==> src/rtl/assert_macros.svh <==
// Assertion macros shared by the trace ring RTL
`ifndef ASSERT_MACROS_SVH
`define ASSERT_MACROS_SVH
// property checked on every clk edge, off while reset is low
`define VRTR_ASSERT(label, prop, msg) \
	label: assert property (@(posedge clk) disable iff (!arst_n) (prop)) else $error(msg);
// trigger in one cycle, consequence in the next
`define VRTR_ASSERT_NEXT(label, pre, post, msg) \
	label: assert property (@(posedge clk) disable iff (!arst_n) (pre) |=> (post)) else $error(msg);
`endif

==> src/rtl/vrtr_pkg.sv <==
// Shared types and constants of the trace record ring
package vrtr_pkg;
	localparam int STORE_BYTES_DEF = 4096;
	localparam int PAYLOAD_MAX_DEF = 256;
	localparam int HDR_BYTES = 12;
	localparam int KIND_AT = 8;
	localparam int FLAGS_AT = 9;
	localparam int LEN_AT = 10;
	localparam int OFS_W = 13;
	localparam int LEN_W = 16;
	localparam int HELD_W = 10;
	localparam int CNT_W = 32;
	localparam int BUF_RESET = 4096;

	typedef enum logic [2:0] {
		OP_APPEND = 3'd0,
		OP_BYTE   = 3'd1,
		OP_CLEAR  = 3'd2,
		OP_REWIND = 3'd3,
		OP_RDHDR  = 3'd4,
		OP_RDBYTE = 3'd5
	} op_t;

	typedef enum logic [1:0] {
		STAT_DONE    = 2'd0,
		STAT_REFUSED = 2'd1,
		STAT_IGNORED = 2'd2,
		STAT_NOREAD  = 2'd3
	} stat_t;

	typedef enum logic [1:0] {
		REG_BUF_BYTES = 2'd0,
		REG_KEEP_OLD  = 2'd1,
		REG_SUSPEND   = 2'd2
	} reg_idx_t;

	typedef enum logic [3:0] {
		S_IDLE, S_DECODE, S_FIT, S_EVB, S_EVC, S_WRITE, S_RHL, S_RBB, S_DONE
	} state_t;

	typedef enum logic [4:0] {
		CMD_NONE, CMD_CAPTURE, CMD_IGNORE, CMD_NOREAD, CMD_REFUSE, CMD_GAP, CMD_REBASE,
		CMD_EVA, CMD_EVB, CMD_EVC, CMD_WRITE, CMD_BYTE, CMD_CLEAR, CMD_REWIND,
		CMD_RH_BASE, CMD_RH_STEP, CMD_RB_ISSUE, CMD_RB_TAKE, CMD_LOAD
	} cmd_t;

	typedef struct packed {
		logic [2:0] op;
		logic       susp;
		logic       too_long;
		logic       fits;
		logic       held_zero;
		logic       keep;
		logic       wr_last;
		logic       rh_last;
		logic       byte_ok;
		logic       cur_left_zero;
		logic       cur_pl_zero;
		logic       out_free;
	} dp_flags_t;
endpackage

==> src/rtl/vrtr_ctrl.sv <==
// Sequencer of the trace ring: decodes requests and steps the datapath
module vrtr_ctrl (
	input  logic                  clk,
	input  logic                  arst_n,
	input  logic                  req_valid,
	output logic                  req_ready,
	input  vrtr_pkg::dp_flags_t   flags,
	output vrtr_pkg::cmd_t        cmd
);
	import vrtr_pkg::*;

	state_t state_q, state_d;

	always_ff @(posedge clk or negedge arst_n) begin
		if (!arst_n)
			state_q <= S_IDLE;
		else
			state_q <= state_d;
	end

	always_comb begin
		state_d = state_q;
		unique case (state_q)
			S_IDLE: if (req_valid) state_d = S_DECODE;
			S_DECODE: begin
				unique case (flags.op)
					OP_APPEND: state_d = (flags.susp || flags.too_long) ? S_DONE : S_FIT;
					OP_RDHDR:  state_d = flags.cur_left_zero ? S_DONE : S_RHL;
					OP_RDBYTE: state_d = flags.cur_pl_zero ? S_DONE : S_RBB;
					default:   state_d = S_DONE;
				endcase
			end
			S_FIT: begin
				if (flags.fits)
					state_d = S_WRITE;
				else if (flags.held_zero)
					state_d = S_FIT;
				else if (flags.keep)
					state_d = S_DONE;
				else
					state_d = S_EVB;
			end
			S_EVB:   state_d = S_EVC;
			S_EVC:   state_d = S_FIT;
			S_WRITE: if (flags.wr_last) state_d = S_DONE;
			S_RHL:   if (flags.rh_last) state_d = S_DONE;
			S_RBB:   state_d = S_DONE;
			S_DONE:  if (flags.out_free) state_d = S_IDLE;
			default: state_d = S_IDLE;
		endcase
	end

	always_comb begin
		cmd = CMD_NONE;
		req_ready = 1'b0;
		unique case (state_q)
			S_IDLE: begin
				req_ready = 1'b1;
				if (req_valid) cmd = CMD_CAPTURE;
			end
			S_DECODE: begin
				unique case (flags.op)
					OP_APPEND: begin
						if (flags.susp)
							cmd = CMD_IGNORE;
						else if (flags.too_long)
							cmd = CMD_REFUSE;
					end
					OP_BYTE:   cmd = flags.byte_ok ? CMD_BYTE : CMD_IGNORE;
					OP_CLEAR:  cmd = CMD_CLEAR;
					OP_REWIND: cmd = CMD_REWIND;
					OP_RDHDR:  cmd = flags.cur_left_zero ? CMD_NOREAD : CMD_RH_BASE;
					OP_RDBYTE: cmd = flags.cur_pl_zero ? CMD_NOREAD : CMD_RB_ISSUE;
					default:   cmd = CMD_IGNORE;
				endcase
			end
			S_FIT: begin
				if (flags.fits)
					cmd = CMD_GAP;
				else if (flags.held_zero)
					cmd = CMD_REBASE;
				else if (flags.keep)
					cmd = CMD_REFUSE;
				else
					cmd = CMD_EVA;
			end
			S_EVB:   cmd = CMD_EVB;
			S_EVC:   cmd = CMD_EVC;
			S_WRITE: cmd = CMD_WRITE;
			S_RHL:   cmd = CMD_RH_STEP;
			S_RBB:   cmd = CMD_RB_TAKE;
			S_DONE:  if (flags.out_free) cmd = CMD_LOAD;
			default: cmd = CMD_NONE;
		endcase
	end
endmodule

==> config.mk <==
export PLATFORM = sky130hd
export DESIGN_NAME = vrtr_ctrl
export DESIGN_NICKNAME = d
export VERILOG_FILES = /design/src/rtl/assert_macros.svh /design/src/rtl/vrtr_pkg.sv /design/src/rtl/vrtr_ctrl.sv
export SDC_FILE = /design/constraint.sdc
export NUM_CORES = 1
export LEC_CHECK = 0
export BUFFER_PORTS_ARGS = -buffer_cell sky130_fd_sc_hd__buf_2
export CORE_AREA = 2 2 39 41
export DETAILED_ROUTE_END_ITERATION = 10
export DIE_AREA = 0 0 41 43
export GPL_TIMING_DRIVEN = 1
export HOLD_SLACK_MARGIN = 0.02
export PLACE_DENSITY = 0.69
export SYNTH_ARGS = -nofsm -noshare
export SYNTH_HDL_FRONTEND = slang
export SYNTH_SLANG_ARGS = --single-unit
==> constraint.sdc <==
create_clock -name clk -period 1.7 [get_ports clk]
set_clock_uncertainty 0.05 [all_clocks]
set_input_delay 0.255 -clock clk [delete_from_list [all_inputs] [get_ports clk]]
set_output_delay 0.255 -clock clk [all_outputs]
set_load 0.1 [all_outputs]
* After elaboration in Yosys (flattened, before gate mapping)
Cells that the tools add are included.
** Cells by class
- Reduce and logical (&&, ||, !) cells :: 4
- Equality and inequality tests :: 17
- Muxes and demuxes :: 25
** Operators with widths (count)
- 4-bit two-way mux :: 12
- 5-bit case mux with 9 select lines :: 1
- 4-bit case mux with 9 select lines :: 1
- 5-bit case mux with 6 select lines :: 1
- 4-bit by 3-bit == test with 1-bit output, second input constant :: 4
- 4-bit case mux with 3 select lines :: 1
- 5-bit two-way mux :: 2
- 4-bit by 2-bit == test with 1-bit output, second input constant :: 2
- 2-bit != test, second input constant :: 4
- 3-bit by 2-bit == test with 1-bit output, second input constant :: 2
- 3-bit == test, second input constant :: 2
- 2-bit two-way mux :: 3
- 3-bit two-way mux :: 2
- 4-bit by 1-bit == test with 1-bit output, second input constant :: 1
- 4-bit == test, second input constant :: 1
- 4-bit logical NOT :: 1
- 4-bit AND reduction :: 1
- 3-bit by 1-bit == test with 1-bit output, second input constant :: 1
- 3-bit logical NOT :: 1
- 1-bit two-way mux :: 2
- 1-bit logical OR :: 1
** Word-level totals
- Output and inout bits :: 6
- Logic and storage cells :: 47
- Input port bits :: 17
- Bits in registers :: 4

* Logic depth before layout (Yosys ltp)
Gate-level depths: netlist of the first run.
- Word-level depth :: 4
- Gate-level depth with buffers :: 6
- Gate-level depth less buffers :: 4

* Worst setup path before layout of the first run
Ideal clock, no wire load.
- Path type :: reg2out
- Start point :: reg state_q[1]
- End point :: out req_ready
- Required time :: 1395 ps
- Path slack :: -2141 ps
- Arrival :: 3536 ps
- Stages on the path, launching flop included :: 4
- Buffers on the path :: 2
- Path through :: dfrtp_1 > clkbuf_1 > clkbuf_1 > nor4_1
** On the way
- Cells in the longest elaborated chain, start to end :: 2
** RTL lines
- start: declaration :: line vrtr_ctrl.sv:12 : state_t state_q, state_d;
- start signal: assignment :: line vrtr_ctrl.sv:18 : state_q <= state_d;
- 4-bit logical NOT :: line vrtr_ctrl.sv:56 : unique case (state_q)
- 1-bit two-way mux :: line vrtr_ctrl.sv:56
- end: declaration :: line vrtr_ctrl.sv:6 : output logic req_ready,
Every way passes these cells.

* Worst setup path in the final report of the first run
- Start point :: reg state_q[1]
- End point :: out cmd[1]
** On the way
- Cells in the longest elaborated chain, start to end :: 2
- Elaborated cells between the ends (all ways) :: 10
- Classes of those cells :: eq/ne: 8; mux: 1; reduce/logical: 1
** RTL lines
- 4-bit == test, or another cell as far along :: line vrtr_ctrl.sv:56
- 5-bit case mux with 9 select lines * :: line vrtr_ctrl.sv:56
- end: declaration :: line vrtr_ctrl.sv:8 : output vrtr_pkg::cmd_t cmd
Every way passes the cells marked *; elsewhere a longest branch is shown, timed or not.

==> results of run 1 <==
[cells in the final DEF, fill, tap and decap left out, drive strengths merged, types with 2 or more instances in the layout]
| cell type | count |
|---|---|
| nor2b | 2 |
| o21ai | 2 |
| o22ai | 2 |
| o211ai | 4 |
| a31oi | 2 |
| a22o | 2 |
| o31ai | 2 |
| inv | 5 |
| nand2 | 8 |
| dfrtp | 4 |
| nor2 | 8 |
| clkbuf | 3 |
| a22oi | 2 |
| buf | 43 |
| a21oi | 11 |
| nor3b | 3 |
| nor3 | 5 |
| nand2b | 2 |
| nand3 | 2 |
[final cells by class]
class,instances,area (µm²),area share [%]
clock buffer,3,22.5,2.09
timing repair buffer,44,390,36.3
multi-input combinational,66,518,48.1
sequential,4,104,9.65
tap,16,20.0,1.86
inverter,5,21.3,1.98
[routing by layer]
layer	global-route usage, %	share of wire [%]	vias to the layer above	wire length [µm]
met5	0	0	-	0
met4	10.7	2.2	0	47
met3	5.24	5.7	10	121
met2	42.2	49	36	1040
met1	33.3	43	374	911
li1	-	-	388	-
[through the flow]
step / util, % / instances / setup WS [ns] / instance area [µm²] / hold slack, ns
after floorplan: - / 80 / -0.889 / 638 / -0.0906
after global placement: 65.8 / 129 / 0.0210 / 911 / 0.00802
after detailed placement: 65.8 / 129 / 0.00918 / 911 / 0.0125
after CTS: 76.2 / 138 / -0.126 / 1050 / 0.246
after global routing: 77.8 / 138 / -0.191 / 1080 / 0.291
final: 77.8 / 138 / -0.132 / 1080 / 0.264
[path summary, 6_finish.rpt]
path                              endpoint  slack (ns)  cells past startpoint
max in group asynchronous       state_q[0]        1.17                      2
min in group asynchronous       state_q[2]        0.31                      2
worst min-delay path            state_q[0]        0.26                      4
worst max register to register  state_q[3]        0.19                      4
worst min register to register  state_q[0]        0.66                      2
worst max-delay path                cmd[1]       -0.13                      5
[critical path, cell delays in order (launching register included)]
cell	delay [ns]
dfrtp_2	0.44
nand2b_4	0.18
nor3_4	0.15
o211ai_1	0.14
o211ai_1	0.17
buf_12	0.22
[cell families after synthesis]
kind of cell              after synthesis
and+or+nand+nor                        33
buffers and inverters                  10
AOI/OAI and AO/OA                      31
muxes                                   1
xor gates and xnor gates                1
DFF                                     4
[repair_timing]
action                     CTS  global route
hold endpoints to repair     4             0
gates resized for setup     19             6
hold buffers                 1             0
setup endpoints to repair    6             6
setup buffers                5             0
cloned                       0             0
pin swaps                    6             4
==> run metrics, run 1 <==
Reg with most FFs=state_q; unrepaired setup endpoints after global routing=yes; max_cap viols=0; Hold Fails Final Rpt=0; H-tree depth=1; worst-skew pair later-pin latency=roughly 0.24 ns; min Tclk post-route=~1.8 ns; Synth top area share=approximately a fifth; commonest cells in the netlist=11 x a21oi_1, 8 x nand2_1, 8 x nor2_1, 5 x inv_1, 5 x nor3_1; Setup TNS Final=-0.434 ns; Clk pin slew, worst setup/hold paths=approximately 0.04 ns; Detail Placement HPWL=1430 µm; post-route ant nets=0; Worst Path Required=around 1.4 ns; Initial Util=38.0%; syn avg cell area=around 6.6 µm²; Wirelength per Cell=around 15 µm; count leader, synth=a21oi_1; Area Growth Syn to Fin=105%; WP data arrival=between 1.5 and 2 ns; GRT Util Overall=a little over a quarter; Core Box Area=1380 µm²; ratio of cells with drive above 1 in the final layout=between 50% and 60%; YS warnings=0; DRC viols=0; Core Rows=14; outcome=finished, violations left; mux cell area share after synthesis=between 1.5 and 2%; Achievable Freq=546 MHz; Inserted Clock Buffers=3; TritonCTS sink count=4; initial antenna violation count=0; largest net degree at the start of global routing=9; final wirelength=2120 µm; worst r2r src=state_q[1]; max reg flops=4; vias in the first global route=about 820; die height=roughly 43 µm; asr flop ratio synth=100%; register area share after synthesis=between 10% and 20%; Post-Synth XOR/XNOR Area=1.67%; first-pass GRT wire length=between 3000 and 4000 µm; min-delay src=flags[5]; final worst slack=-0.132 ns; crit share post-route=108%; top cells by area, synth=dfrtp_1 19%, a21oi_1 10%, nand2_1 5.7%, nor2_1 5.7%, o211ai_1 5.7%; # diodes=0; GRT overflow=0; violations in the final reports=negative setup slack; Yosys top cell by area=dfrtp_1; Cells after Synth=80; First-pass DRT Iterations=4; final setup fails=6; routability-driven placement congestion ratio=around 0.9; Largest regs=state_q (4); Synth Flop Type=dfrtp_1; Vias=about 810; Post-synth EDFFs=0; Compound-Gate Fraction of Synth Area=between 30% and 40%; CP Launch Type=flop; crit path from=state_q[1]; port bufs=22; Synth cell types=29; HP Class=input pin to flop; CTS root buffer=clkbuf_4; clk buf depth=2; Slew Limit Fails=0; Filler cells=96; CP max FO=6; Synth Area in Simple Gates=31.9%; post-DR vias/cell=5.86; 1st-iter DRT viols=24; fin nets=141; synthesized net count=97; fraction of the mapped netlist area in adder cells=0%; Rel. slew slack=74.0%; Worst Tran Pin Value=0.386 ns; area of the mapped netlist=approximately 530 µm²; total die area=between 1500 and 2000 µm²; largest family of logic cells by synthesized area=compound AO/OA/AOI/OAI gates; CTS tree=done; crit end category=primary output; # IOs=23; Chip Width=between 40 and 50 µm; kind of critical path=flop to primary output; post-synthesis register bit count=4
Power of run 1 is left out: the tool's default activity adds up to more than one toggle a clock period on the data nets, which glitch-free logic cannot reach.
==> run 2: changes to the inputs <==
--- a/config.mk
+++ b/config.mk
@@ -11,7 +11,7 @@
 export DIE_AREA = 0 0 41 43
 export GPL_TIMING_DRIVEN = 1
 export HOLD_SLACK_MARGIN = 0.02
-export PLACE_DENSITY = 0.69
+export PLACE_DENSITY = 0.68
 export SYNTH_ARGS = -nofsm -noshare
 export SYNTH_HDL_FRONTEND = slang
 export SYNTH_SLANG_ARGS = --single-unit
==> run 2 against run 1 <==
The flow still finishes with violations (negative setup slack); worst hold slack worse by 0.025 ns; design area down 7.9%; clock-buffer cell count unchanged; critical path type unchanged.
==> run metrics, run 2 (synthesized netlist as in run 1, its figures left out) <==
Rel. slew slack=76.4% (was 74.0%); Worst Hold Path EP=state_q[0] (unchanged); Area Growth Syn to Fin=88.6% (was 105%); DRC viols=0 (unchanged); Core Box Area=1380 µm² (unchanged); flop-to-flop setup slack=0.22 ns (was 0.19 ns); final worst slack=-0.106 ns (was -0.132 ns); crit end category=primary output (unchanged); reg-to-reg critical path endpoint=state_q[3] (unchanged); min-delay src=flags[5] (unchanged); GR Layer Usage met2=39.4% (was 42.2%); total die area=1760 µm² (unchanged); violations in the final reports=negative setup slack (unchanged); crit share post-route=106% (was 108%); Hold Fails Final Rpt=0 (unchanged); met3 usage=6.28% (was 5.24%); GRT Util Overall=24.9% (was 26.5%); Clk pin slew, worst setup/hold paths=0.04 ns (about the same); TritonCTS sink count=4 (unchanged); Vias=729 (was 808); Worst Tran Pin Value=0.349 ns (was 0.386 ns); Area after DPL=866 µm² (was 911 µm²); worst-skew pair later-pin latency=0.24 ns (about the same); Worst Path Required=1.39 ns (about the same); # IOs=23 (unchanged); worst r2r src=state_q[0] (was state_q[1]); WP data arrival=1.50 ns (was 1.53 ns); largest net degree at the start of global routing=13 (was 9); CTS root buffer=clkbuf_4 (unchanged); ratio of cells with drive above 1 in the final layout=48.2% (was 55.7%); Wirelength per Cell=14.0 µm (was 15.4 µm); first-pass GRT wire length=3040 µm (was 3310 µm); port bufs=22 (unchanged); H-tree depth=1 (unchanged); post-route ant nets=0 (unchanged); unrepaired setup endpoints after global routing=yes (unchanged); First-pass DRT Iterations=4 (unchanged); CP max FO=5 (was 6); Largest regs=state_q (4) (unchanged); routability-driven placement congestion ratio=0.904 (was 0.917); Hold Path Depth=4 (unchanged); outcome=finished, violations left (unchanged); CP Launch Type=flop (unchanged); most frequent cells in the layout=16 x buf_2, 10 x buf_4, 8 x nand2_1, 8 x a21oi_1, 7 x nor2_1 (was 16 x buf_2, 15 x buf_4, 8 x a21oi_1); fin nets=133 (was 141); Chip Width=41 µm (unchanged); max_cap viols=0 (unchanged); clk buf depth=2 (unchanged); final wirelength=1830 µm (was 2120 µm); CTS tree=done (unchanged); GRT overflow=0 (unchanged); FF-to-FF path depth=4 (unchanged); 1st-iter DRT viols=23 (was 24); HP Class=input pin to flop (unchanged); final std cells w/o fill=130 (was 138); post-route cell area=991 µm² (was 1080 µm²); Reg with most FFs=state_q (unchanged); initial antenna violation count=0 (unchanged); post-DR vias/cell=5.61 (was 5.86); # diodes=0 (unchanged); placed insts=123 (was 129); Inserted Clock Buffers=3 (unchanged); min Tclk post-route=1.81 ns (was 1.83 ns); max reg flops=4 (unchanged); vias in the first global route=712 (was 819); GR Util met1=33.4% (was 33.3%); Setup TNS Final=-0.361 ns (was -0.434 ns); Initial Util=38.0% (unchanged); Final Util=71.6% (was 77.8%); kind of critical path=flop to primary output (unchanged); leading cell type in the layout, fill and taps excluded=buf_2 (unchanged); die height=43 µm (unchanged); Achievable Freq=554 MHz (was 546 MHz); Detail Placement HPWL=1380 µm (was 1430 µm); Core Rows=14 (unchanged); final setup fails=6 (unchanged); gr busiest metal=met2 (unchanged); Slew Limit Fails=0 (unchanged)
==> run 2: how the worst max path moves through the flow <==
stage          cells past startpoint  endpoint  startpoint
6_report                           5    cmd[4]  state_q[2]
5_1_grt                            5    cmd[1]  state_q[1]
4_1_cts                            5    cmd[1]  state_q[1]
3_5_place_dp                       5    cmd[1]  state_q[1]
3_3_place_gp                       5    cmd[1]  state_q[0]
2_1_floorplan                      4    cmd[1]  state_q[0]
==> run 2: critical path: stages, from the launching register on <==
cell and delay [ns]:
dfrtp_2 0.46, buf_4 0.19, nor3_4 0.18, a21oi_2 0.06, o21ai_4 0.17, buf_12 0.19
==> run 2: what timing repair did <==
item / CTS / global route
setup endpoints to repair: 5 / 7
hold buffers: 1 / 0
pin swaps: 4 / 2
buffers inserted: 3 / 0
gates resized for setup: 13 / 3
hold endpoints to repair: 4 / 0
==> run 2: area by class of cell <==
cell class / count / area, µm²
flip-flops and latches: 4 / 103
multi-input cells: 66 / 505
well taps: 16 / 20.0
repair buffers: 36 / 319
fillers: 107 / 393
inverters: 5 / 21.3
clock buffers: 3 / 22.5
==> run 2: metal layers <==
layer  vias to the layer above  routed length (µm)
li1                        374                   -
met1                       335                 836
met3                         0                  76
met5                         -                   0
met4                         0                   0
met2                        20                 912
==> run 2: stage by stage <==
| stage | hold WS (ns) | setup WS, ns |
|---|---|---|
| after floorplan | -0.0906 | -0.889 |
| after global placement | 0.00944 | 0.0316 |
| after detailed placement | 0.0144 | 0.0403 |
| after CTS | 0.239 | -0.130 |
| after global routing | 0.278 | -0.185 |
| final | 0.240 | -0.106 |
Power of run 2 is left out for the same reason.
==> run 3: changes to the inputs <==
--- a/config.mk
+++ b/config.mk
@@ -12,6 +12,7 @@
 export GPL_TIMING_DRIVEN = 1
 export HOLD_SLACK_MARGIN = 0.02
 export PLACE_DENSITY = 0.68
+export REMOVE_ABC_BUFFERS = 1
 export SYNTH_ARGS = -nofsm -noshare
 export SYNTH_HDL_FRONTEND = slang
 export SYNTH_SLANG_ARGS = --single-unit
==> run 3 against run 2 <==
The flow still finishes with violations (negative setup slack); clock-buffer cell count unchanged; via count increased by 12%; critical path depth did not move; critical endpoint is now cmd[1].
==> run metrics, run 3 (synthesized netlist as in run 1, its figures left out) <==
H-tree depth=1 (unchanged); routability-driven placement congestion ratio=0.831 (was 0.904); CTS root buffer=clkbuf_4 (unchanged); WP data arrival=1.62 ns (was 1.50 ns); post-route ant nets=0 (unchanged); final worst slack=-0.225 ns (was -0.106 ns); Worst Hold Path EP=state_q[0] (unchanged); violations in the final reports=negative setup slack (unchanged); die height=43 µm (unchanged); Hold Path Depth=4 (unchanged); max_cap viols=0 (unchanged); final wirelength=2150 µm (was 1830 µm); dpl ws=-0.0518 ns (was 0.0403 ns); worst r2r src=state_q[1] (was state_q[0]); HP Class=input pin to flop (unchanged); ratio of cells with drive above 1 in the final layout=55.2% (was 48.2%); Vias=819 (was 729); Core Rows=14 (unchanged); # diodes=0 (unchanged); Chip Width=41 µm (unchanged); Largest regs=state_q (4) (unchanged); GRT Util Overall=24.3% (was 24.9%); most frequent cells in the layout=18 x buf_4, 16 x buf_2, 8 x a21oi_1 (was 16 x buf_2, 10 x buf_4, 8 x nand2_1, 8 x a21oi_1, 7 x nor2_1); total die area=1760 µm² (unchanged); Detail Placement HPWL=1290 µm (was 1380 µm); crit share post-route=113% (was 106%); min-delay src=flags[5] (unchanged); Area Growth Syn to Fin=106% (was 88.6%); vias in the first global route=793 (was 712); reg-to-reg critical path endpoint=state_q[3] (unchanged); post-DR vias/cell=5.81 (was 5.61); PD cells=about 2500 nW/µm²; crit end category=primary output (unchanged); CTS tree=done (unchanged); Leakage=around 0.00047 µW; min Tclk post-route=1.92 ns (was 1.81 ns); TritonCTS sink count=4 (unchanged); Worst Path Required=1.39 ns (about the same); unrepaired setup endpoints after global routing=yes (unchanged); Clk pin slew, worst setup/hold paths=0.04 ns (about the same); DRC viols=0 (unchanged); crit path from=state_q[1] (was state_q[2]); largest net degree at the start of global routing=13 (unchanged); initial antenna violation count=0 (unchanged); clk buf depth=2 (unchanged); Worst Tran Pin Value=0.329 ns (was 0.349 ns); Inserted Clock Buffers=3 (unchanged); Filler cells=89 (was 107); port bufs=22 (unchanged); First-pass DRT Iterations=4 (unchanged); Worst VDD drop=1850 µV; final setup fails=6 (unchanged); Reg with most FFs=state_q (unchanged); # IOs=23 (unchanged); Core Box Area=1380 µm² (unchanged); first-pass GRT wire length=3100 µm (was 3040 µm); Wirelength per Cell=15.2 µm (was 14.0 µm); fin nets=144 (was 133); kind of critical path=flop to primary output (unchanged); CP Launch Type=flop (unchanged); Hold Fails Final Rpt=0 (unchanged); flop-to-flop setup slack=0.09 ns (was 0.22 ns); 1st-iter DRT viols=20 (was 23); Initial Util=38.0% (unchanged); Rel. slew slack=77.8% (was 76.4%); leading cell type in the layout, fill and taps excluded=buf_4 (was buf_2); Design Power=between 2000 and 3000 µW; worst-skew pair later-pin latency=0.23 ns (was 0.24 ns); Slew Limit Fails=0 (unchanged); GRT overflow=0 (unchanged); max reg flops=4 (unchanged); Achievable Freq=520 MHz (was 554 MHz); CP max FO=6 (was 5); FF-to-FF path depth=5 (was 4); outcome=finished, violations left (unchanged)
[run 3: cell count changes in the layout (fill, tap and decap cells not counted), sizes merged]
cell | before | now
buf | 35 | 45
clkbuf | 3 | 4
[run 3: how the worst max path moves through the flow]
| stage | to | slack [ns] | cells past startpoint |
|---|---|---|---|
| finish | cmd[1] | -0.22 | 5 |
| global placement | cmd[1] | -0.02 | 5 |
| CTS | cmd[1] | -0.17 | 5 |
| global route | cmd[1] | -0.28 | 5 |
| floorplan | req_ready | -2.03 | 1 |
| detailed placement | cmd[1] | -0.05 | 5 |
[run 3: critical path, cell delays in order (launching register included)]
cell and delay [ns]:
dfrtp_1 0.44, buf_6 0.16, xor2_1 0.15, a22oi_1 0.10, o211ai_1 0.28, clkbuf_16 0.26
[run 3: stage by stage]
| stage | cells | hold WS [ns] | TNS [ns] | utilization [%] | cell area, µm² |
|---|---|---|---|---|---|
| 3_5_place_dp | 125 | 0.0113 | -0.0518 | 59.0 | 816 |
| 4_1_cts | 137 | 0.249 | -0.690 | 71.0 | 982 |
| 2_1_floorplan | 75 | -0.0906 | -5.83 | - | 505 |
| 5_1_grt | 141 | 0.288 | -1.07 | 78.1 | 1080 |
| 6_report | 141 | 0.268 | -0.738 | 78.1 | 1080 |
| 3_3_place_gp | 125 | 0.00734 | -0.0244 | 59.0 | 816 |
[run 3: timing repair]
action | CTS | global route
hold buffers | 1 | 0
endpoints found under the setup margin | 6 | 6
pin swaps | 8 | 9
setup buffers | 8 | 4
resized for setup | 16 | 16
hold endpoints to repair | 4 | 0
[run 3: layout make-up]
class / count / area (µm²) / area share, %
timing repair buffer: 47 / 418 / 38.7
multi-input combinational: 66 / 499 / 46.2
clock buffer: 3 / 22.5 / 2.08
sequential: 4 / 103 / 9.49
inverter: 5 / 18.8 / 1.74
tap: 16 / 20.0 / 1.85
[run 3: where the power goes]
group          total (µW)  internal (µW)  switching (µW)
logic                2320           1010            1320
clock network         119           79.1            39.8
registers             232            140            92.5
total                2670           1220            1450
[run 3: routing by layer]
metal  vias up  GRT usage, %  wire length [µm]
met2        30          38.8              1130
met4         0          12.0                44
met5         -             0                 0
met1       392          31.3               880
li1        391             -                 -
met3         6          1.05                90
(Power assumes the default switching activity.)
