==> config.mk <==
export PLATFORM = sky130hd
export DESIGN_NAME = vrtr_dp_flat
export DESIGN_NICKNAME = d
export VERILOG_FILES = /design/src/rtl/assert_macros.svh /design/src/rtl/vrtr_pkg.sv /design/src/rtl/vrtr_if.sv /design/src/rtl/vrtr_dp.sv /design/src/flat_wrapper.sv
export SDC_FILE = /design/constraint.sdc
export NUM_CORES = 2
export LEC_CHECK = 0
export CAP_MARGIN = 20
export CORE_MARGIN = 4
export CORE_UTILIZATION = 60
export DETAILED_ROUTE_END_ITERATION = 10
export DONT_BUFFER_PORTS = 1
export PLACE_DENSITY = 0.73
export SLEW_MARGIN = 20
export SYNTH_ARGS = -nofsm -noshare
export SYNTH_HDL_FRONTEND = slang
export SYNTH_SLANG_ARGS = --single-unit
==> constraint.sdc <==
create_clock -name clk -period 11.3 [get_ports clk]
set_input_delay 2.26 -clock clk [delete_from_list [all_inputs] [get_ports clk]]
set_output_delay 2.26 -clock clk [all_outputs]
set_load 0.1 [all_outputs]
==> src/rtl/assert_macros.svh <==
// Assertion macros shared by the trace ring RTL
`ifndef ASSERT_MACROS_SVH
`define ASSERT_MACROS_SVH
// property checked on every clk edge, off while reset is low
`define VRTR_ASSERT(label, prop, msg) \
	label: assert property (@(posedge clk) disable iff (!arst_n) (prop)) else $error(msg);
// trigger in one cycle, consequence in the next
`define VRTR_ASSERT_NEXT(label, pre, post, msg) \
	label: assert property (@(posedge clk) disable iff (!arst_n) (pre) |=> (post)) else $error(msg);
`endif

==> src/rtl/vrtr_pkg.sv <==
// Shared types and constants of the trace record ring
package vrtr_pkg;
	localparam int STORE_BYTES_DEF = 4096;
	localparam int PAYLOAD_MAX_DEF = 256;
	localparam int HDR_BYTES = 12;
	localparam int KIND_AT = 8;
	localparam int FLAGS_AT = 9;
	localparam int LEN_AT = 10;
	localparam int OFS_W = 13;
	localparam int LEN_W = 16;
	localparam int HELD_W = 10;
	localparam int CNT_W = 32;
	localparam int BUF_RESET = 4096;

	typedef enum logic [2:0] {
		OP_APPEND = 3'd0,
		OP_BYTE   = 3'd1,
		OP_CLEAR  = 3'd2,
		OP_REWIND = 3'd3,
		OP_RDHDR  = 3'd4,
		OP_RDBYTE = 3'd5
	} op_t;

	typedef enum logic [1:0] {
		STAT_DONE    = 2'd0,
		STAT_REFUSED = 2'd1,
		STAT_IGNORED = 2'd2,
		STAT_NOREAD  = 2'd3
	} stat_t;

	typedef enum logic [1:0] {
		REG_BUF_BYTES = 2'd0,
		REG_KEEP_OLD  = 2'd1,
		REG_SUSPEND   = 2'd2
	} reg_idx_t;

	typedef enum logic [3:0] {
		S_IDLE, S_DECODE, S_FIT, S_EVB, S_EVC, S_WRITE, S_RHL, S_RBB, S_DONE
	} state_t;

	typedef enum logic [4:0] {
		CMD_NONE, CMD_CAPTURE, CMD_IGNORE, CMD_NOREAD, CMD_REFUSE, CMD_GAP, CMD_REBASE,
		CMD_EVA, CMD_EVB, CMD_EVC, CMD_WRITE, CMD_BYTE, CMD_CLEAR, CMD_REWIND,
		CMD_RH_BASE, CMD_RH_STEP, CMD_RB_ISSUE, CMD_RB_TAKE, CMD_LOAD
	} cmd_t;

	typedef struct packed {
		logic [2:0] op;
		logic       susp;
		logic       too_long;
		logic       fits;
		logic       held_zero;
		logic       keep;
		logic       wr_last;
		logic       rh_last;
		logic       byte_ok;
		logic       cur_left_zero;
		logic       cur_pl_zero;
		logic       out_free;
	} dp_flags_t;
endpackage

==> src/rtl/vrtr_if.sv <==


interface vrtr_rsp_if;
	logic        valid;
	logic        ready;
	logic [1:0]  status;
	logic [63:0] read_time_us;
	logic [7:0]  read_kind;
	logic [7:0]  read_flags;
	logic [8:0]  read_length;
	logic [7:0]  read_byte;
	logic [8:0]  record_count;
	logic [12:0] used_bytes;
	logic [31:0] total_written;
	logic [31:0] total_evicted;
	logic [31:0] total_refused;
	modport source(output valid, status, read_time_us, read_kind, read_flags, read_length,
		read_byte, record_count, used_bytes, total_written, total_evicted, total_refused,
		input ready);
	modport sink(input valid, status, read_time_us, read_kind, read_flags, read_length,
		read_byte, record_count, used_bytes, total_written, total_evicted, total_refused,
		output ready);
endinterface


==> src/rtl/vrtr_dp.sv <==
// Datapath of the trace ring: pointers, counters, cursor and result register
module vrtr_dp #(
	parameter int STORE_BYTES = vrtr_pkg::STORE_BYTES_DEF,
	parameter int PAYLOAD_MAX = vrtr_pkg::PAYLOAD_MAX_DEF,
	parameter int AW = $clog2(STORE_BYTES)
) (
	input  logic                clk,
	input  logic                arst_n,
	input  vrtr_pkg::cmd_t      cmd,
	output vrtr_pkg::dp_flags_t flags,
	input  logic [2:0]          opcode,
	input  logic [63:0]         time_us,
	input  logic [7:0]          rec_kind,
	input  logic [15:0]         payload_length,
	input  logic [7:0]          data_byte,
	input  logic                cfg_we,
	input  logic [1:0]          cfg_index,
	input  logic [12:0]         cfg_data,
	output logic                ram_we,
	output logic [AW-1:0]       ram_waddr,
	output logic [7:0]          ram_wdata,
	output logic [AW-1:0]       ram_raddr,
	input  logic [7:0]          ram_rdata,
	vrtr_rsp_if.source          rsp
);
	import vrtr_pkg::*;

	localparam logic [OFS_W-1:0] WRAP_RST =
		(BUF_RESET > STORE_BYTES) ? OFS_W'(STORE_BYTES) : OFS_W'(BUF_RESET);

	logic [OFS_W-1:0]  buf_q, head_q, tail_q, used_q, wrap_q, fill_q, cur_ofs_q, idx_q;
	logic              keep_q, susp_q, oob_s1, out_valid_q;
	logic [HELD_W-1:0] held_q, cur_left_q;
	logic [CNT_W-1:0]  wr_cnt_q, ev_cnt_q, rf_cnt_q;
	logic [LEN_W-1:0]  pend_q, cur_pl_q, len_q, rlen_q;
	logic [2:0]        op_q;
	logic [63:0]       time_q, rtime_q;
	logic [7:0]        kind_q, dbyte_q, rkind_q, rflags_q, rbyte_q, lo_q;
	logic [1:0]        st_q;

	logic [OFS_W-1:0] sz, free_b, gap, rh_sum, rh_base, used_ev, ev_gap, used_gap;
	logic [16:0]      rec, ev_rec;
	logic [17:0]      head_rec, tail_full;
	logic [13:0]      raddr_full, waddr_full;
	logic [7:0]       rdat, wr_byte;
	logic [2:0]       hj;
	logic             oob_d;

	always_comb begin
		sz = (32'(buf_q) > STORE_BYTES) ? OFS_W'(STORE_BYTES) : buf_q;
		rec = 17'(len_q) + 17'(HDR_BYTES);
		free_b = (sz > used_q) ? sz - used_q : '0;
		head_rec = 18'(head_q) + 18'(rec);
		gap = (head_rec > 18'(sz)) ? sz - head_q : '0;
		rdat = oob_s1 ? 8'd0 : ram_rdata;
		// eviction of the record at the tail
		ev_rec = 17'({rdat, lo_q}) + 17'(HDR_BYTES);
		tail_full = 18'(tail_q) + 18'(ev_rec);
		used_ev = (ev_rec > 17'(used_q)) ? '0 : used_q - OFS_W'(ev_rec);
		ev_gap = (sz > wrap_q) ? sz - wrap_q : '0;
		used_gap = (ev_gap > used_ev) ? '0 : used_ev - ev_gap;
		rh_sum = cur_ofs_q + cur_pl_q[OFS_W-1:0];
		rh_base = (rh_sum == wrap_q) ? '0 : rh_sum;
		hj = 3'(idx_q - 13'd1);
	end

	always_comb begin
		case (idx_q)
			13'(KIND_AT):    wr_byte = kind_q;
			13'(FLAGS_AT):   wr_byte = 8'd0;
			13'(LEN_AT):     wr_byte = len_q[7:0];
			13'(LEN_AT + 1): wr_byte = len_q[15:8];
			default:         wr_byte = (idx_q < 13'(KIND_AT)) ? time_q[{idx_q[2:0], 3'b000} +: 8]
				: 8'd0;
		endcase
	end

	always_comb begin
		case (cmd)
			CMD_EVA:      raddr_full = 14'(tail_q) + 14'(LEN_AT);
			CMD_EVB:      raddr_full = 14'(tail_q) + 14'(LEN_AT + 1);
			CMD_RH_STEP:  raddr_full = 14'(cur_ofs_q) + 14'(idx_q);
			CMD_RB_ISSUE: raddr_full = 14'(cur_ofs_q);
			default:      raddr_full = '0;
		endcase
		oob_d = 32'(raddr_full) >= STORE_BYTES;
		ram_raddr = AW'(raddr_full);
		waddr_full = (cmd == CMD_BYTE) ? 14'(fill_q) : 14'(head_q) + 14'(idx_q);
		ram_waddr = AW'(waddr_full);
		ram_wdata = (cmd == CMD_BYTE) ? dbyte_q : wr_byte;
		ram_we = (cmd == CMD_WRITE) || (cmd == CMD_BYTE && 32'(fill_q) < STORE_BYTES);
	end

	always_comb begin
		flags.op = op_q;
		flags.susp = susp_q;
		flags.too_long = (32'(len_q) > PAYLOAD_MAX) || (rec > 17'(sz));
		flags.fits = 18'(free_b) >= 18'(gap) + 18'(rec);
		flags.held_zero = held_q == '0;
		flags.keep = keep_q;
		flags.wr_last = idx_q == OFS_W'(rec - 17'd1);
		flags.rh_last = idx_q == OFS_W'(HDR_BYTES);
		flags.byte_ok = !susp_q && pend_q != '0;
		flags.cur_left_zero = cur_left_q == '0;
		flags.cur_pl_zero = cur_pl_q == '0;
		flags.out_free = !out_valid_q || rsp.ready;
	end

	always_ff @(posedge clk or negedge arst_n) begin
		if (!arst_n) begin
			buf_q <= OFS_W'(BUF_RESET);
			keep_q <= 1'b0;
			susp_q <= 1'b0;
			head_q <= '0;
			tail_q <= '0;
			used_q <= '0;
			wrap_q <= WRAP_RST;
			held_q <= '0;
			wr_cnt_q <= '0;
			ev_cnt_q <= '0;
			rf_cnt_q <= '0;
			pend_q <= '0;
			fill_q <= '0;
			cur_ofs_q <= '0;
			cur_left_q <= '0;
			cur_pl_q <= '0;
			idx_q <= '0;
			oob_s1 <= 1'b0;
			out_valid_q <= 1'b0;
		end else begin
			oob_s1 <= oob_d;
			if (cmd == CMD_LOAD)
				out_valid_q <= 1'b1;
			else if (rsp.ready)
				out_valid_q <= 1'b0;
			if (cfg_we) begin
				unique case (cfg_index)
					REG_BUF_BYTES: begin
						buf_q <= cfg_data;
						wr_cnt_q <= '0;
						ev_cnt_q <= '0;
						rf_cnt_q <= '0;
						head_q <= '0;
						tail_q <= '0;
						used_q <= '0;
						held_q <= '0;
						wrap_q <= (32'(cfg_data) > STORE_BYTES) ? OFS_W'(STORE_BYTES) : cfg_data;
						pend_q <= '0;
						fill_q <= '0;
						cur_ofs_q <= '0;
						cur_left_q <= '0;
						cur_pl_q <= '0;
					end
					REG_KEEP_OLD: keep_q <= cfg_data[0];
					REG_SUSPEND:  susp_q <= cfg_data[0];
					default: ;
				endcase
			end else begin
				case (cmd)
					CMD_REFUSE: begin
						rf_cnt_q <= rf_cnt_q + 1'b1;
						pend_q <= '0;
					end
					CMD_GAP: begin
						if (gap != '0) begin
							wrap_q <= head_q;
							used_q <= used_q + gap;
							head_q <= '0;
						end
						idx_q <= '0;
					end
					CMD_REBASE: begin
						head_q <= '0;
						tail_q <= '0;
						used_q <= '0;
						wrap_q <= sz;
					end
					CMD_EVC: begin
						held_q <= held_q - 1'b1;
						ev_cnt_q <= ev_cnt_q + 1'b1;
						if (tail_full == 18'(wrap_q)) begin
							used_q <= used_gap;
							tail_q <= '0;
							wrap_q <= sz;
						end else begin
							used_q <= used_ev;
							tail_q <= OFS_W'(tail_full);
						end
					end
					CMD_WRITE: begin
						idx_q <= idx_q + 1'b1;
						if (flags.wr_last) begin
							fill_q <= head_q + OFS_W'(HDR_BYTES);
							pend_q <= len_q;
							head_q <= (head_rec == 18'(sz)) ? '0 : OFS_W'(head_rec);
							used_q <= used_q + OFS_W'(rec);
							held_q <= held_q + 1'b1;
							wr_cnt_q <= wr_cnt_q + 1'b1;
						end
					end
					CMD_BYTE: begin
						fill_q <= fill_q + 1'b1;
						pend_q <= pend_q - 1'b1;
					end
					CMD_CLEAR: begin
						head_q <= '0;
						tail_q <= '0;
						used_q <= '0;
						held_q <= '0;
						wrap_q <= sz;
						pend_q <= '0;
						fill_q <= '0;
						cur_ofs_q <= '0;
						cur_left_q <= '0;
						cur_pl_q <= '0;
					end
					CMD_REWIND: begin
						cur_ofs_q <= tail_q;
						cur_left_q <= held_q;
						cur_pl_q <= '0;
					end
					CMD_RH_BASE: begin
						cur_ofs_q <= rh_base;
						cur_pl_q <= '0;
						idx_q <= '0;
					end
					CMD_RH_STEP: begin
						idx_q <= idx_q + 1'b1;
						if (flags.rh_last) begin
							cur_ofs_q <= cur_ofs_q + OFS_W'(HDR_BYTES);
							cur_pl_q <= {rdat, lo_q};
							cur_left_q <= cur_left_q - 1'b1;
						end
					end
					CMD_RB_TAKE: begin
						cur_ofs_q <= cur_ofs_q + 1'b1;
						cur_pl_q <= cur_pl_q - 1'b1;
					end
					default: ;
				endcase
			end
		end
	end

	// request capture, header/byte read results and the response register
	always_ff @(posedge clk) begin
		case (cmd)
			CMD_CAPTURE: begin
				op_q <= opcode;
				time_q <= time_us;
				kind_q <= rec_kind;
				len_q <= payload_length;
				dbyte_q <= data_byte;
				st_q <= STAT_DONE;
				rtime_q <= '0;
				rkind_q <= '0;
				rflags_q <= '0;
				rlen_q <= '0;
				rbyte_q <= '0;
			end
			CMD_IGNORE: st_q <= STAT_IGNORED;
			CMD_NOREAD: st_q <= STAT_NOREAD;
			CMD_REFUSE: st_q <= STAT_REFUSED;
			CMD_EVB:    lo_q <= rdat;
			CMD_RH_STEP: begin
				if (idx_q != '0 && idx_q <= 13'(KIND_AT))
					rtime_q[{hj, 3'b000} +: 8] <= rdat;
				if (idx_q == 13'(KIND_AT + 1))
					rkind_q <= rdat;
				if (idx_q == 13'(FLAGS_AT + 1))
					rflags_q <= rdat;
				if (idx_q == 13'(LEN_AT + 1))
					lo_q <= rdat;
				if (flags.rh_last)
					rlen_q <= {rdat, lo_q};
			end
			CMD_RB_TAKE: rbyte_q <= rdat;
			CMD_LOAD: begin
				rsp.status <= st_q;
				rsp.read_time_us <= rtime_q;
				rsp.read_kind <= rkind_q;
				rsp.read_flags <= rflags_q;
				rsp.read_length <= rlen_q[8:0];
				rsp.read_byte <= rbyte_q;
				rsp.record_count <= held_q[8:0];
				rsp.used_bytes <= used_q;
				rsp.total_written <= wr_cnt_q;
				rsp.total_evicted <= ev_cnt_q;
				rsp.total_refused <= rf_cnt_q;
			end
			default: ;
		endcase
	end

	assign rsp.valid = out_valid_q;
endmodule

==> src/flat_wrapper.sv <==
// flat-port wrapper written by rule: the top's interface ports become plain ports
module vrtr_dp_flat import vrtr_pkg::*;
#(
	parameter int STORE_BYTES = vrtr_pkg::STORE_BYTES_DEF,
	parameter int PAYLOAD_MAX = vrtr_pkg::PAYLOAD_MAX_DEF,
	parameter int AW = $clog2(STORE_BYTES)
)
  (clk, arst_n, cmd, flags, opcode, time_us, rec_kind, payload_length, data_byte, cfg_we, cfg_index, cfg_data, ram_we, ram_waddr, ram_wdata, ram_raddr, ram_rdata, rsp_valid, rsp_status, rsp_read_time_us, rsp_read_kind, rsp_read_flags, rsp_read_length, rsp_read_byte, rsp_record_count, rsp_used_bytes, rsp_total_written, rsp_total_evicted, rsp_total_refused, rsp_ready);
  vrtr_rsp_if rsp_i ();
  input  logic clk;
  input  logic arst_n;
  input  vrtr_pkg::cmd_t cmd;
  output vrtr_pkg::dp_flags_t flags;
  input  logic [2:0] opcode;
  input  logic [63:0] time_us;
  input  logic [7:0] rec_kind;
  input  logic [15:0] payload_length;
  input  logic [7:0] data_byte;
  input  logic cfg_we;
  input  logic [1:0] cfg_index;
  input  logic [12:0] cfg_data;
  output logic ram_we;
  output logic [AW-1:0] ram_waddr;
  output logic [7:0] ram_wdata;
  output logic [AW-1:0] ram_raddr;
  input  logic [7:0] ram_rdata;
  output wire logic [$bits(rsp_i.valid)-1:0] rsp_valid;
  output wire logic [$bits(rsp_i.status)-1:0] rsp_status;
  output wire logic [$bits(rsp_i.read_time_us)-1:0] rsp_read_time_us;
  output wire logic [$bits(rsp_i.read_kind)-1:0] rsp_read_kind;
  output wire logic [$bits(rsp_i.read_flags)-1:0] rsp_read_flags;
  output wire logic [$bits(rsp_i.read_length)-1:0] rsp_read_length;
  output wire logic [$bits(rsp_i.read_byte)-1:0] rsp_read_byte;
  output wire logic [$bits(rsp_i.record_count)-1:0] rsp_record_count;
  output wire logic [$bits(rsp_i.used_bytes)-1:0] rsp_used_bytes;
  output wire logic [$bits(rsp_i.total_written)-1:0] rsp_total_written;
  output wire logic [$bits(rsp_i.total_evicted)-1:0] rsp_total_evicted;
  output wire logic [$bits(rsp_i.total_refused)-1:0] rsp_total_refused;
  input wire logic [$bits(rsp_i.ready)-1:0] rsp_ready;
  assign rsp_valid = rsp_i.valid;
  assign rsp_status = rsp_i.status;
  assign rsp_read_time_us = rsp_i.read_time_us;
  assign rsp_read_kind = rsp_i.read_kind;
  assign rsp_read_flags = rsp_i.read_flags;
  assign rsp_read_length = rsp_i.read_length;
  assign rsp_read_byte = rsp_i.read_byte;
  assign rsp_record_count = rsp_i.record_count;
  assign rsp_used_bytes = rsp_i.used_bytes;
  assign rsp_total_written = rsp_i.total_written;
  assign rsp_total_evicted = rsp_i.total_evicted;
  assign rsp_total_refused = rsp_i.total_refused;
  assign rsp_i.ready = rsp_ready;
  vrtr_dp #(.STORE_BYTES(STORE_BYTES), .PAYLOAD_MAX(PAYLOAD_MAX), .AW(AW)) u_core (.clk(clk), .arst_n(arst_n), .cmd(cmd), .flags(flags), .opcode(opcode), .time_us(time_us), .rec_kind(rec_kind), .payload_length(payload_length), .data_byte(data_byte), .cfg_we(cfg_we), .cfg_index(cfg_index), .cfg_data(cfg_data), .ram_we(ram_we), .ram_waddr(ram_waddr), .ram_wdata(ram_wdata), .ram_raddr(ram_raddr), .ram_rdata(ram_rdata), .rsp(rsp_i));
endmodule
* Yosys cells after proc, flatten, opt, wreduce, memory -nomap -nowiden
Index checks and enable logic that the tools add are counted.
Widths: inputs -> output; s select.
** Word-level totals
- Word-level logic and storage cells :: 270
- Output and inout port bits :: 265
- Input bits :: 131
- Flip-flop bits (word level) :: 679
** Cells by class
- Multiplexer cells :: 76
- Reduce and logical (&&, ||, !) cells :: 62
- $add $sub $neg :: 33
- Bitwise operators :: 1
- Order comparisons :: 14
- Shift operators :: 3
- Equal/unequal tests :: 39
** Operator list (number)
- $mux 13 :: 27
- $mux 32 :: 8
- $pmux 64 s2 :: 1
- $pmux 13 s3 :: 3
- $add 32x1->32 const B :: 3
- $pmux 16 s3 :: 2
- $mux 16 :: 5
- $eq 13x4->1 const B :: 5
- $pmux 13 s5 :: 1
- $sub 13x13->13 :: 5
- $bwmux 64 :: 1
- $mux 64 :: 1
- $pmux 8 s2 :: 4
- $shift 8x8->64 const A :: 1
- $shiftx 64x7->8 :: 1
- $shiftx 8x8->64 :: 1
- $pmux 10 s3 :: 2
- $pmux 14 s4 :: 1
- $add 13x17->18 :: 3
- $pmux 13 s2 :: 2
- $pmux 13 s4 :: 1
- $mux 10 :: 5
- $mux 8 :: 6
- $eq 5x4->1 const B :: 8
- 59 further kinds :: 131

* Logic depth before layout (Yosys ltp)
- Depth in word-level cells :: 9
- Gate-level depth with buffers :: 43

* Least setup slack after synthesis
Ideal clock, no wire load.
- Path kind :: input to register
- From :: input port cmd[3]
- To :: register u_core.rsp.read_byte[0] (netlist bit), enable pin
- Library setup time :: 0.799 ns
- Stages on the path :: 4
- Arrival :: 11.721 ns
- Slack :: -1.220 ns
- Data required time :: 10.501 ns
- Cells stage by stage :: buf_1 > nor2_1 > nand2_1 > nor2_1
** Between the ends
- Longest elaborated chain between the ends :: 1
** Ends and longest elaborated chain
- start, declared :: line flat_wrapper.sv:12 : input vrtr_pkg::cmd_t cmd;
- $eq 5x5->1 :: line vrtr_dp.sv:247 : case (cmd)
- end signal, assigned :: line vrtr_dp.sv:284 : rsp.read_byte <= rbyte_q;
- end, declared :: line vrtr_if.sv:18 : read_byte, record_count, used_bytes, total_written, total_evicted, total_refused,
No other way between the ends.
A chain may end at the register's enable or synchronous reset.

==> impl_metrics.py <==
metrics = {
    "drt": {
        "wl_met2_um": 54500,
        "wirelength_um": 116000,
        "top_layer": "met5",
        "firstDrtPassIters": 7,
        "postRouteAntennaNets": 0,
        "via_per_inst": 6.42,
        "wl_met3_um": 10100,
        "vias": 30600,
        "wire_per_inst_um": 24.3,
        "drtIter0Drc": 3711,
        "drc_errors": 0,
        "met1_length_um": 46300,
    },
    "yosys": {
        "ys_ff_latch": 679,
        "synth_common_cells": "423 x edfxtp_1, 371 x nor2_1, 319 x nand2_1",
        "synth_top_area_frac": 0.325,
        "syn-num-nets": 4231,
        "ys.flop_type": "edfxtp_1",
        "syn_avg_cell_area_um2": 10.1,
        "async_flop_share": 0.377,
        "syn-instance-count": 3855,
        "syn_area_um2": 39100,
        "synth_top_cell_by_area": "edfxtp_1",
        "seq_area_frac_synth": 0.489,
        "synth-edff-count": 423,
        "ys_types": 97,
        "ys_top_cells_by_area": "edfxtp_1 32%, dfrtp_1 16%, ha_1 7.4%",
        "synth_warnings": 0,
        "synthMostInstantiatedCell": "edfxtp_1",
    },
    "worst_setup_path": {
        "critPathCaptureType": "output port",
        "cp_num_cells": 43,
        "worst_setup_path_start_kind": "register",
        "cp_slowest_cell": "edfxtp_1",
        "crit_top_cell": "buf_4",
        "cp_num_buf_inv": 7,
        "rrSetupSlack_ns": 3.66,
        "critPathTopFamily": "compound AO/OA/AOI/OAI gates",
        "slowest_delay_ns": 0.45,
        "rr_endpoint": "u_core.used_q[2]",
        "cp.required_ns": 9.04,
        "crit_type": "reg2out",
        "rr_worst_depth": 24,
        "cp_data_arrival_time_ns": 8.43,
        "critPathMaxFanout": 5,
        "rr_startpoint": "u_core.oob_s1",
    },
    "grt": {
        "grt_pass1_vias": 28900,
        "grt_pass1_wl_um": 175000,
        "grt.total_usage": 0.324,
        "grt_max_degree": 257,
        "overflow": 0,
        "antenna_found_initial": 4,
    },
    "final_layout": {
        "final_cell_area_um2": 43000,
        "area_growth_pct": 10.1,
        "multi_input_area_um2": 18900,
        "nets": 4225,
        "drive_gt1_frac": 0.0832,
        "fillCellCount": 5086,
        "register_area_um2": 19100,
    },
    "sta": {
        "tns_ns": 0,
        "post-route-period-util": 0.946,
        "skew_ns": 0.0349,
        "worstMarginPinSlew_ns": 1.63,
        "setup_viol": 0,
        "final-hold-violation-count": 0,
        "max-slew-margin-rel": -0.0879,
        "rsz0062_at_grt": "false",
        "max_freq_mhz": 93.5,
        "period_needed_ns": 10.69,
        "drv_slew": 91,
    },
    "clock_tree": {
        "clock_path_buffers": 3,
        "clock-sinks": 679,
        "cts_made_buffers": 73,
        "cts-root-buf": "clkbuf_16",
        "path_clk_slew_ns": 0.06,
        "ctsHtreeMaxLevel": 3,
        "clock_latency_ns": 0.63,
        "tritoncts": "done",
    },
    "flow_run": {
        "cap_violations": 0,
    },
    "placed_design": {
        "placed_cell_area_um2": 40400,
        "hpwl_um": 85700,
        "gp_congestion": 0.980,
        "portBuffers": 0,
    },
    "hold_path": {
        "hold_start": "u_core.rflags_q[3]",
        "holdCritPathClass": "reg2reg",
        "min_path_cells": 0,
        "hold-path-endpoint": "u_core.rsp.read_flags[3]",
    },
    "floorplanning": {
        "rows": 93,
        "die-area_um2": 69300,
        "boundaryPins": 396,
        "core_area_um2": 64500,
        "dieHeight_um": 263,
        "initial_core_util": 0.606,
        "die_w_um": 263,
    },
    "power_and_ir_drop": {
        "powerDensity_nw_per_um2": 180,
        "vdd_drop_max_mv": 0.156,
        "power.leakage_nw": 17.3,
    },
    "outcome": {
        "status": "finished, violations left",
        "violations": "max-slew violations",
    },
}
## where the power goes
group | internal, mW | switching, mW
Combinational | 0.922 | 1.45
Sequential | 2.74 | 0.192
Clock | 1.42 | 1.03
## through the flow
step	hold slack [ns]	setup slack [ns]	util	cells	power [mW]
after floorplan	0.400	0.212	-	3855	4.70
after global placement	0.400	0.857	0.627	4622	5.22
after detailed placement	0.405	0.777	0.627	4622	5.26
after CTS	0.410	0.0320	0.666	4756	7.71
after global routing	0.417	0.0274	0.668	4766	8.14
final	0.411	0.606	0.668	4766	7.75
## layer usage
layer	vias to the layer above	track usage
li1	14000	-
met1	14800	0.433
met2	1484	0.524
met3	291	0.0680
met4	2	0.125
met5	-	0
## repair_timing
item                       CTS  global route
setup buffers                0             7
gates resized for setup      0            14
setup endpoints to repair    0             1
hold buffers                 0             0
## cells by family after synthesis
kind of cell	count (synthesis)	share of synthesized area
adders and majority gates	248	0.0817
muxes	92	0.0291
xor gates and xnor gates	291	0.0655
buffers and inverters	363	0.0365
AOI/OAI and AO/OA	898	0.143
and+or+nand+nor	1284	0.155
DFF	679	0.489
## flip-flops by register name, indices dropped and copies added, names as in the netlist, 32 cells and up
signal / cells
u_core.rsp.total_evicted: 32
u_core.rsp.total_written: 32
u_core.wr_cnt_q: 32
u_core.rf_cnt_q: 32
u_core.rtime_q: 64
u_core.time_q: 64
u_core.rsp.total_refused: 32
u_core.rsp.read_time_us: 64
u_core.ev_cnt_q: 32
## how the worst max path moves through the flow
| stage | startpoint | end | slack (ns) |
|---|---|---|---|
| 4_1_cts | u_core.len_q[2] | flags[8] | 0.03 |
| 3_5_place_dp | u_core.len_q[2] | flags[8] | 0.78 |
| 3_3_place_gp | u_core.len_q[2] | flags[8] | 0.86 |
| 2_1_floorplan | u_core.len_q[2] | flags[8] | 0.21 |
| 5_1_grt | u_core.len_q[2] | flags[8] | 0.03 |
| 6_report | u_core.len_q[2] | flags[8] | 0.61 |
## cell type report
class	count	share of cell area
clock buffers	95	0.0460
repair buffers	93	0.0184
diodes	3	0.000174
inverters	189	0.0165
well taps	855	0.0249
flip-flops and latches	679	0.444
multi-input cells	2813	0.439
clock inverters	39	0.0114
## layout by cell type, fill, tap and decap left out, drive strengths merged, types with 43 or more instances in the layout
| cell | instances |
|---|---|
| a21oi | 271 |
| nand4 | 52 |
| ha | 232 |
| nand2 | 321 |
| o21ai | 268 |
| dfrtp | 254 |
| buf | 93 |
| nor3 | 136 |
| nor2 | 373 |
| xnor2 | 159 |
| clkbuf | 95 |
| xor2 | 131 |
| inv | 189 |
| mux2i | 62 |
| nand3 | 138 |
| and3 | 50 |
| edfxtp | 423 |
| a21o | 43 |
(Power assumes the default switching activity.)
